**config.mk**
```make
export PLATFORM = sky130hd
export DESIGN_NAME = sbrs_ram
export DESIGN_NICKNAME = d
export VERILOG_FILES = /design/src/sbrs_ram.sv
export SDC_FILE = /design/constraint.sdc
export NUM_CORES = 2
export LEC_CHECK = 0
export ABC_CLOCK_PERIOD_IN_PS = 4000
export BUFFER_PORTS_ARGS = -buffer_cell sky130_fd_sc_hd__buf_2
export CORE_MARGIN = 1
export CORE_UTILIZATION = 38
export DETAILED_ROUTE_END_ITERATION = 12
export HOLD_SLACK_MARGIN = 0.15
export MAX_ROUTING_LAYER = met4
export SYNTH_ARGS = -nofsm -noshare
export SYNTH_HDL_FRONTEND = slang
export SYNTH_SLANG_ARGS = --single-unit
```
**constraint.sdc**
```tcl
create_clock -name clock -period 4 [get_ports clock]
set_input_delay 1.2 -clock clock [delete_from_list [all_inputs] [get_ports clock]]
set_output_delay 1.2 -clock clock [all_outputs]
set_load 0.02 [all_outputs]
```
**src/sbrs_ram.sv**
```systemverilog
`timescale 1ns / 1ps
`default_nettype none
// ----------------------------------------------------------------------------
// sbrs_ram
// Single-port synchronous RAM with registered read.
// ----------------------------------------------------------------------------
module sbrs_ram #(
   parameter int WIDTH = 16,
   parameter int DEPTH = 256
) (
   input  wire logic                     clock,
   input  wire logic                     en,
   input  wire logic                     we,
   input  wire logic [$clog2(DEPTH)-1:0] addr,
   input  wire logic [WIDTH-1:0]         wdata,
   output logic      [WIDTH-1:0]         rdata
);
   logic [WIDTH-1:0] mem [DEPTH];

   always_ff @(posedge clock) begin
      if (en) begin
         if (we) mem[addr] <= wdata;
         rdata <= mem[addr];
      end
   end
endmodule
`default_nettype wire

```
==> flow_summary.toml <==
[run_status]
status = "finished, violations left"
violations = "design-rule violations"

[sta]
fmax_ghz = 0.259
relSlewSlack_pct = 22.5
hold_viol = 0
drv_slew = 0
period_needed_ps = 3860
timing.final.crit_share_pct = 96.4
rsz0062_at_grt = "false"
skew_ps = 45.8
finalSetupViolations = 0
worstMarginPinSlew_ps = 1150
fin_ws_ps = 144

[cells_and_area]
syn2layout_area_growth_pct = 17.7
multi_input_area_um2 = 30400
drive_gt1_share_pct = 32.7
nets = 7656
seq_area_um2 = 123000
post-route-cell-area_um2 = 183000
fill_cells = 33800

[logic_synthesis]
syn_area_per_cell_um2 = 23.2
ys_seq_area_share_pct = 79.5
ys_types = 20
syn_nets = 6731
ys_ff_latch = 4112
syn_inst = 6704
syn-cell-area_um2 = 155000
synth_warnings = 0

[worst_setup_path]
crit_arrival_ps = 4540
critPathMaxFanout = 12
startpoint = "addr[0]"
path_depth = 10
worstReg2RegStart = "mem[43][13]$_DFFE_PP_"
critPathRequiredTime_ps = 4690
cp_num_buf_inv = 5
worstRegToRegCells = 7
endpoint = "rdata[13]$_DFFE_PP_"
start_kind = "input port"
cp_top_family = "compound AO/OA/AOI/OAI gates"
max_stage_delay_ps = 1040
reg2reg_to = "rdata[13]$_DFFE_PP_"
cp_cell_sequence = "buf_12 -> buf_12 -> buf_4 -> buf_4 -> mux4_2 -> a22oi_1 -> a21oi_1 -> o41ai_1 -> buf_4 -> nand4_1"
cpMaxStageDelayCell = "o41ai_1"
critPathMostFrequentCell = "buf_4"
crit_path_end_kind = "flop"
timing_worst_setup_path_type = "input port to flop"
rrSetupSlack_ps = 810

[placement]
placed_area_um2 = 170000
pre_cts_ws_ps = -952
place.gp.congestion = 0.836
numPortBuffers = 42
dp_hpwl_mm = 256

[run]
maxCapViolations = 0

[global_routing]
grt_pass1_vias = 76700
antenna_found_initial = 22
grt_pass1_wl_mm = 588
overflow = 0
track_usage_pct = 20.5
grt_max_degree = 93

[power_and_ir_drop]
power.switching_mw = 19.0
sw_frac_of_total_pct = 21.4
clkPwrFrac_pct = 41.4
intPower_mw = 69.8
power_density_nw_per_um2 = 486
leakagePower_nw = 56.8
seq_power_share_pct = 53.5
ir_drop_mv = 0.386
p_comb_share_pct = 5.1

[floorplanning]
ios = 43
die_w_um = 641
initial_core_util_pct = 38.2
core_area_um2 = 406000
die_y_um = 641
std_cell_rows = 234
die_area_um2 = 411000

[min_path]
min_from = "wdata[11]"
min_path_type = "input port to flop"

[route]
remaining_drc_errors = 2
vias = 76200
drt-total-wl_mm = 414
dr.pass1.iters = 11
drt_iter0_markers = 9910
routed_via_density = 5.68
ant_nets = 0
wl_per_cell_um = 30.9

[clock_network]
postCtsHoldBufs = 0
numClockSinks = 4112
clock_latency_ps = 950
root_buffer = "clkbuf_16"
htreeDepth = 5
clk_pin_slew_worst_paths_ps = 60
clk_path_buf_depth = 4
cts_buffers = 404
tritoncts = "done"
-- power groups by stage --
stage	clock network (mW)	registers, mW	logic, mW
finish	36.8	47.5	4.49
global route	39.0	47.5	4.71
CTS	37.3	47.5	4.52
detailed placement	0	48.4	4.52
global placement	0	48.4	4.43
floorplan	0	48.4	1.98
-- cell usage in the layout (no fill, tap or decap), types with 2 or more instances in the layout --
master	n
a21oi_1	256
a22oi_1	512
buf_12	186
buf_2	25
buf_4	703
buf_8	17
bufinv_16	28
clkbuf_1	78
clkbuf_16	410
clkinv_1	82
clkinv_16	3
clkinv_2	95
clkinv_4	6
clkinv_8	3
clkinvlp_4	20
diode_2	15
edfxtp_1	4112
inv_16	5
inv_6	9
mux4_2	1024
nand2_1	13
nand2_2	16
nand2b_4	2
nand3_1	4
nand4_1	16
nor2_1	243
nor2_2	15
nor2b_1	2
nor2b_2	2
nor2b_4	2
nor3b_1	2
o41ai_1	36
o41ai_2	28
-- area by class of cell --
class                   instances  share of cell area [%]
diodes                         15                  0.0205
repair buffers                931                    5.13
clock buffers                 488                    5.77
multi-input cells            2180                    16.6
flip-flops and latches       4112                    67.6
well taps                    5428                    3.72
clock inverters               251                    1.17
-- metrics by stage --
step	hold WS [ps]	util (%)	setup TNS, ps	instances	total power, mW
floorplan	896	-	0	6704	50.4
global placement	1150	41.8	-8660	12700	52.9
detailed placement	1100	41.8	-6910	12700	53.0
CTS	635	45.0	0	13400	89.4
global route	680	45.0	0	13400	91.2
finish	691	45.0	0	13400	88.8
-- cells in the mapped netlist (all sizes together) --
library cell,number,area [um2]
a21oi,256,1280
a22oi,512,3840
and2,2,12.5
and4,1,8.76
buf,143,703
clkbuf,269,1010
edfxtp,4112,123000
mux4,1024,23100
nand2,30,113
nand2b,2,12.5
nand3,4,20.0
nand4,16,100
nor2,259,972
nor2b,6,37.5
nor3,1,5.00
nor3b,2,15.0
o41ai,64,561
or2,1,6.26
-- worst min-delay path by stage --
stage | end | cells past startpoint
after floorplan | rdata[0]$_DFFE_PP_ | 5
after global placement | rdata[12]$_DFFE_PP_ | 5
after detailed placement | rdata[12]$_DFFE_PP_ | 5
after CTS | mem[241][5]$_DFFE_PP_ | 1
after global routing | mem[251][5]$_DFFE_PP_ | 1
final | mem[81][11]$_DFFE_PP_ | 1
-- routing by layer --
| metal | track usage (%) | vias to the layer above | wire length (um) |
|---|---|---|---|
| li1 | - | 30900 | - |
| met1 | 28.6 | 41300 | 170000 |
| met2 | 31.7 | 3419 | 197000 |
| met3 | 3.31 | 601 | 35400 |
| met4 | 5.42 | 0 | 11900 |
| met5 | - | - | 0 |
-- logic make-up after synthesis --
logic type      share of synthesized area [%]
buf+inv                                  1.10
compound gates                           3.66
simple gates                            0.839
mux                                      14.9
flops                                    79.5
-- state kept, by name, indices dropped and copies added (netlist names) --
register / cells
mem: 4096
rdata: 16
-- what timing repair did --
action	CTS	global route
endpoints found under the setup margin	0	1
setup buffers	0	0
gates resized for setup	0	1
No activity file was read; power rests on OpenSTA's default activity.
